`src/rtl/core/ept_pkg.sv`:
```
// Eased position transition: shared types, codes and widths.
// No dependencies; used by every module in rtl/core.
package ept_pkg;

    localparam int POS_W = 32;
    localparam int DUR_W = 24;
    localparam int DT_W  = 16;

    typedef enum logic [1:0] {
        OP_START  = 2'd0,
        OP_TICK   = 2'd1,
        OP_CANCEL = 2'd2,
        OP_NONE   = 2'd3
    } t_op;

    typedef enum logic [1:0] {
        CFG_DEF_DUR  = 2'd0,
        CFG_SPR_EN   = 2'd1,
        CFG_SPR_STR  = 2'd2,
        CFG_SPR_DAMP = 2'd3
    } t_cfg_idx;

    typedef struct packed {
        logic [1:0]        op;
        logic signed [31:0] target_x;
        logic signed [31:0] target_y;
        logic signed [31:0] target_z;
        logic [23:0]       duration;
        logic signed [31:0] live_x;
        logic signed [31:0] live_y;
        logic signed [31:0] live_z;
        logic [15:0]       delta_time;
    } t_in_item;

    typedef struct packed {
        logic signed [31:0] pos_x;
        logic signed [31:0] pos_y;
        logic signed [31:0] pos_z;
        logic              pos_written;
        logic              in_progress;
    } t_out_item;

    typedef enum logic [3:0] {
        ST_IDLE,
        ST_DIV,
        ST_EVAL,
        ST_SQ,
        ST_T,
        ST_LERP,
        ST_FORCE,
        ST_VEL,
        ST_POS,
        ST_OUT
    } t_state;

    // controller -> datapath
    typedef struct packed {
        logic load;      // take the input item
        logic div_start;
        logic div_step;
        logic eval;      // compare progress, snap or advance
        logic sq;
        logic tmul;
        logic lerp;
        logic frc;       // spring force for one axis
        logic vel;
        logic pos;
        logic emit;
        logic [1:0] axis;
    } t_cmd;

    // datapath -> controller
    typedef struct packed {
        logic done_div;
        logic finish;  // tick completes
        logic spring;
    } t_status;

endpackage

```
`src/rtl/core/ept_ctrl.sv`:
```
// Eased position transition: controller state machine.
// Depends on ept_pkg.
module ept_ctrl import ept_pkg::*; (
    input  logic    i_clk,
    input  logic    i_rst_n,
    input  logic    i_in_valid,
    input  logic [1:0] i_op,
    input  logic    i_active,
    input  logic    i_out_busy,
    output logic    o_in_ready,
    input  t_status i_stat,
    output t_cmd    o_cmd
);

    t_state     r_state, n_state;
    logic [1:0] r_axis, n_axis;
    logic       acc;

    assign acc = i_in_valid && o_in_ready;

    // next state
    always_comb begin
        n_state = r_state;
        n_axis  = r_axis;
        unique case (r_state)
            ST_IDLE: begin
                if (acc && i_op == OP_TICK && i_active) n_state = ST_DIV;
                else if (acc) n_state = ST_OUT;
            end
            ST_DIV:  if (i_stat.done_div) n_state = ST_EVAL;
            ST_EVAL: n_state = i_stat.finish ? ST_OUT : ST_SQ;
            ST_SQ:   n_state = ST_T;
            ST_T: begin
                n_state = ST_LERP;
                n_axis  = 2'd0;
            end
            ST_LERP: begin
                if (r_axis == 2'd2) begin
                    n_axis  = 2'd0;
                    n_state = i_stat.spring ? ST_FORCE : ST_OUT;
                end else n_axis = r_axis + 2'd1;
            end
            ST_FORCE: n_state = ST_VEL;
            ST_VEL:   n_state = ST_POS;
            ST_POS: begin
                if (r_axis == 2'd2) begin
                    n_state = ST_OUT;
                    n_axis  = 2'd0;
                end else begin
                    n_axis  = r_axis + 2'd1;
                    n_state = ST_FORCE;
                end
            end
            ST_OUT:  if (!i_out_busy) n_state = ST_IDLE;
            default: n_state = ST_IDLE;
        endcase
    end

    // outputs
    always_comb begin
        o_cmd = '0;
        o_cmd.axis = r_axis;
        o_in_ready = (r_state == ST_IDLE);
        unique case (r_state)
            ST_IDLE: begin
                o_cmd.load      = acc;
                o_cmd.div_start = acc;
            end
            ST_DIV:   o_cmd.div_step = 1'b1;
            ST_EVAL:  o_cmd.eval = 1'b1;
            ST_SQ:    o_cmd.sq = 1'b1;
            ST_T:     o_cmd.tmul = 1'b1;
            ST_LERP:  o_cmd.lerp = 1'b1;
            ST_FORCE: o_cmd.frc = 1'b1;
            ST_VEL:   o_cmd.vel = 1'b1;
            ST_POS:   o_cmd.pos = 1'b1;
            ST_OUT:   o_cmd.emit = !i_out_busy;
            default: ;
        endcase
    end

    always_ff @(posedge i_clk) begin
        if (!i_rst_n) begin
            r_state <= ST_IDLE;
            r_axis  <= 2'd0;
        end else begin
            r_state <= n_state;
            r_axis  <= n_axis;
        end
    end

    assert property (@(posedge i_clk) disable iff (!i_rst_n)
        r_state == ST_DIV && !i_stat.done_div |=> r_state == ST_DIV)
        else $error("divider left early");
    assert property (@(posedge i_clk) disable iff (!i_rst_n)
        o_in_ready |-> r_state == ST_IDLE)
        else $error("ready outside idle");
    assert property (@(posedge i_clk) disable iff (!i_rst_n)
        r_state == ST_EVAL && i_stat.finish |=> r_state == ST_OUT)
        else $error("snap did not go to output");

endmodule

```
`config.mk`:
```
export PLATFORM = sky130hd
export DESIGN_NAME = ept_ctrl
export DESIGN_NICKNAME = d
export VERILOG_FILES = /design/src/rtl/core/ept_pkg.sv /design/src/rtl/core/ept_ctrl.sv
export SDC_FILE = /design/constraint.sdc
export NUM_CORES = 1
export LEC_CHECK = 0
export BUFFER_PORTS_ARGS = -buffer_cell sky130_fd_sc_hd__buf_2
export CAP_MARGIN = 20
export CORE_MARGIN = 2
export CORE_UTILIZATION = 42
export DETAILED_ROUTE_END_ITERATION = 16
export PLACE_DENSITY = 0.74
export REMOVE_ABC_BUFFERS = 1
export SETUP_SLACK_MARGIN = 0.3
export SKIP_CTS_REPAIR_TIMING = 1
export SYNTH_ARGS = -nofsm -noshare
export SYNTH_HDL_FRONTEND = slang
export SYNTH_SLANG_ARGS = --single-unit
```
`constraint.sdc`:
```
create_clock -name i_clk -period 1.4 [get_ports i_clk]
set_input_delay 0.28 -clock i_clk [delete_from_list [all_inputs] [get_ports i_clk]]
set_output_delay 0.28 -clock i_clk [all_outputs]
set_load 0.005 [all_outputs]
```
* Yosys cells after proc, flatten, opt, wreduce, memory -nomap -nowiden
Cells that the tools add are included.
** Storage, ports and cells
- Register bits after elaboration :: 6
- Latch bits :: 0
- RAM bits :: 0
- Memory bits (read-only) :: 0
- Output and inout port bits :: 14
- Memories kept :: 0
** Operators by class
- Add/sub/neg operators :: 1
- Multipliers :: 0
- Divide/modulo/power cells :: 0
- Order comparisons :: 0
- Eq/ne operators :: 15
- Shift-type cells :: 0
- Multiplexer cells :: 21
- Bitwise operators :: 0
- Reductions and logical operators :: 8
** Operators with widths (count)
- one-hot mux 4 bit (10 select lines) :: 1
- two-way mux 4 bit :: 8
- == test 4 x 3 -> 1 bit, second input constant :: 4
- two-way mux 1 bit :: 9
- == test 4 x 2 -> 1 bit, second input constant :: 2
- == test 4 bit, second input constant :: 2
- inequality test 2 bit, second input constant :: 3
- == test 4 x 1 -> 1 bit, second input constant :: 1
- zero test 4 bit :: 1
- two-way mux 2 bit :: 2
- one-hot mux 2 bit (2 select lines) :: 1
- AND reduction 4 bit :: 1
- logical AND 1 bit :: 3
- inequality test 3 x 1 -> 1 bit, second input constant :: 1
- adder 2 x 1 -> 2 bit, second input constant :: 1
- == test 2 x 1 -> 1 bit, second input constant :: 1
- == test 2 bit, second input constant :: 1
- nonzero test 2 bit :: 1
- OR reduction 2 bit :: 1
- zero test 1 bit :: 1

* Longest topological paths before layout
- Depth after elaboration :: 6
- Gate-level depth with buffers :: 6
- Mapped depth without buffers :: 4

* Worst setup path before layout
No wires, ideal clock.
- Path type :: reg2out
- Start :: reg r_state[2]
- End :: out o_cmd[12] (netlist bit)
- Data arrival time :: 1.310 ns
- Required time :: 1.120 ns
- Setup slack :: -0.190 ns
- Cell stages (with the launch flop) :: 6
- Buffers on the path :: 3
- Cells stage by stage :: dfxtp_1 buf_2 buf_2 nor4_1 and2_1 buf_4
** RTL lines
- from (decl) :: line ept_ctrl.sv:15 : t_state r_state, n_state;
- from (signal assigned) :: line ept_ctrl.sv:87 : r_state <= n_state;
- to (decl) :: line ept_ctrl.sv:12 : output t_cmd o_cmd

==> impl_metrics.json <==
{
  "cts-root-to-sink-buffers": 2,
  "dpl_cell_area_um2": 838,
  "share_comb_of_total_power_pct": 78.2,
  "fin_setup_tns_ns": -2.42,
  "final_util_pct": 87.7,
  "fin_worst_hold_slack_ns": 0.345,
  "period_minus_slack_ns": 1.69,
  "insertedDiodeCount": 0,
  "synth.ff_latch_count": 6,
  "synthesis.yosys.warnings": 0,
  "num_io_pins": 24,
  "layout.cell_area.non_filler_mm2": 0.00116,
  "areal_power_density_over_the_cells_mw_per_mm2": 2170,
  "cp.arrival_ns": 1.41,
  "clkSinkCount": 6,
  "postSynthCellCount": 80,
  "place.detailed.instances": 130,
  "fin_skew_ns": 0.00587,
  "fmax_ghz": 0.591,
  "final_hold_viol_count": 0,
  "power_report.internal_total_mw": 1.44,
  "worst_vdd_rail_ir_drop_mv": 1.35,
  "core_ar_mm2": 0.00132,
  "commonest_register_cell_after_synthesis": "sky130_fd_sc_hd__dfxtp_1",
  "class_of_the_most_critical_setup_path": "register to primary output",
  "power.leakage_nw": 0.528,
  "power_mw": 2.51,
  "placement_rows": 13,
  "root_buffer": "sky130_fd_sc_hd__clkbuf_4",
  "seq_power_share_pct": 15.0,
  "place.port_buffers": 23,
  "switching_share_pct": 42.4,
  "synth.cell_area_um2": 601,
  "number_of_antenna_violations_at_the_first_check_in_global_routing": 0,
  "synth_enable_flop_cells": 0,
  "routed_wire_length_per_instance_um": 18.2,
  "max-slew-margin-rel_pct": 68.0,
  "synth_cell_type_count": 36,
  "post-dp-hpwl_mm": 1.34,
  "clock_tree.htree_level_count": 1,
  "initial_drt_markers": 42,
  "chipWidth_um": 41.8,
  "post_layout_nets": 141,
  "outcome": "complete, but fails checks",
  "asyncSetResetFlopFracSynth_pct": 0,
  "via_count": 927,
  "timing.max_cap.violations": 0,
  "syn_to_final_growth_pct": 92.5,
  "first_pass_iters": 4,
  "post-route-period-util_pct": 121,
  "gp_congestion": 0.892,
  "initial_core_util_pct": 45.6,
  "track_usage_pct": 18.7,
  "worst_setup_hold_path_clk_slew_ns": 0.05,
  "setup_repair_after_global_routing_missed_its_margin": "true",
  "power_frac_clock_pct": 6.8,
  "hold_class": "input port to register",
  "layoutNonFillerInstCount": 144,
  "vias_cell": 6.44,
  "totalWireLength_mm": 2.62,
  "tritoncts": "done",
  "sort_of_element_at_the_start_of_the_critical_path": "register",
  "power.net_switching_mw": 1.06,
  "synth_seq_area_share_pct": 20.0,
  "drive_gt1_share_pct": 66.7,
  "violations": "negative setup slack",
  "preCtsSetupSlack_ns": -0.126,
  "grt_pass1_vias": 654,
  "grt_pass1_wl_mm": 2.59,
  "kind_of_end_point_of_the_critical_path": "primary output",
  "cts_buffers": 3,
  "worstMarginPinSlew_ns": 0.480,
  "worstPathRequired_ns": 1.12,
  "grt_max_degree": 12,
  "chipHeight_um": 41.8,
  "worstSkewPairLatency_ns": 0.25,
  "synthesis.area_per_instance_um2": 7.51,
  "drc_errors": 0,
  "dieArea_mm2": 0.00175,
  "cp_max_fo": 6,
  "setup_ws_ns": -0.293,
  "finalSetupViolations": 18,
  "global_route.overflow_total": 0,
  "ant_nets": 0,
  "final-max-slew-violation-count": 0
}
## power by group through the flow
| stage | Combinational, mW | Clock, mW | Sequential [mW] |
|---|---|---|---|
| floorplan | 0.559 | 0 | 0.406 |
| global placement | 1.16 | 0 | 0.326 |
| detailed placement | 1.19 | 0 | 0.323 |
| CTS | 1.19 | 0.162 | 0.323 |
| global route | 2.07 | 0.188 | 0.380 |
| finish | 1.96 | 0.170 | 0.375 |
## kinds of logic (layout without fill, tap and decap cells)
family,Yosys count,count (layout),share of synthesized area [%]
multiplexers,1,1,1.87
flip-flops,6,6,20.0
AND/OR/NAND/NOR,40,40,38.1
buffers and inverters,12,61,9.58
AO/OA/AOI/OAI,21,21,30.4
## worst paths after layout
path         startpoint  slack [ns]  cells after the start          to
max          r_state[1]       -0.29                      3    o_cmd[3]
min reg2reg   r_axis[0]        0.71                      3   r_axis[0]
min             i_rst_n        0.34                      2   r_axis[1]
max reg2reg  r_state[0]       -0.16                      4  r_state[0]
## registers in the layout (all words and copies together) (netlist names)
signal,flops
r_axis,2
r_state,4
## worst max-delay path, stage by stage, from the launching register on
cell                      delay, ns
sky130_fd_sc_hd__dfxtp_4       0.36
sky130_fd_sc_hd__or4b_4        0.58
sky130_fd_sc_hd__inv_2         0.09
sky130_fd_sc_hd__buf_2         0.13
## area by class of cell
type / count / area (um^2)
Tap cell: 15 / 18.8
Multi-Input combinational cell: 62 / 552
Clock buffer: 3 / 22.5
Timing Repair Buffer: 53 / 407
Inverter: 5 / 18.8
Sequential cell: 6 / 138
Fill cell: 68 / 161
## placed cells by master, fill, tap and decap left out, types with 3 or more instances in the layout
master	instances
sky130_fd_sc_hd__buf_2	19
sky130_fd_sc_hd__buf_4	19
sky130_fd_sc_hd__buf_6	15
sky130_fd_sc_hd__clkbuf_4	3
sky130_fd_sc_hd__dfxtp_4	4
sky130_fd_sc_hd__inv_1	3
sky130_fd_sc_hd__nand2_1	6
sky130_fd_sc_hd__nor2_1	5
sky130_fd_sc_hd__nor2b_1	5
sky130_fd_sc_hd__nor3_2	3
sky130_fd_sc_hd__o22ai_1	4
## synthesized netlist by cell type, drive strengths merged, types with 3 or more instances
| cell type | count | share of area [%] |
|---|---|---|
| nor3 | 5 | 4.2 |
| buf | 6 | 5.8 |
| nand2 | 7 | 4.4 |
| nand2b | 3 | 3.1 |
| o22ai | 4 | 4.2 |
| nor2b | 5 | 5.2 |
| nor2 | 6 | 3.7 |
| inv | 5 | 3.1 |
| dfxtp | 6 | 20 |
## per-layer routing
metal	vias up	part of all wire [%]	track usage [%]
li1	406	-	-
met1	440	36	19.8
met2	64	52	35.9
met3	17	5.7	6.52
met4	0	6.6	1.94
met5	-	0	0
Power figures use the tool's default switching activity.
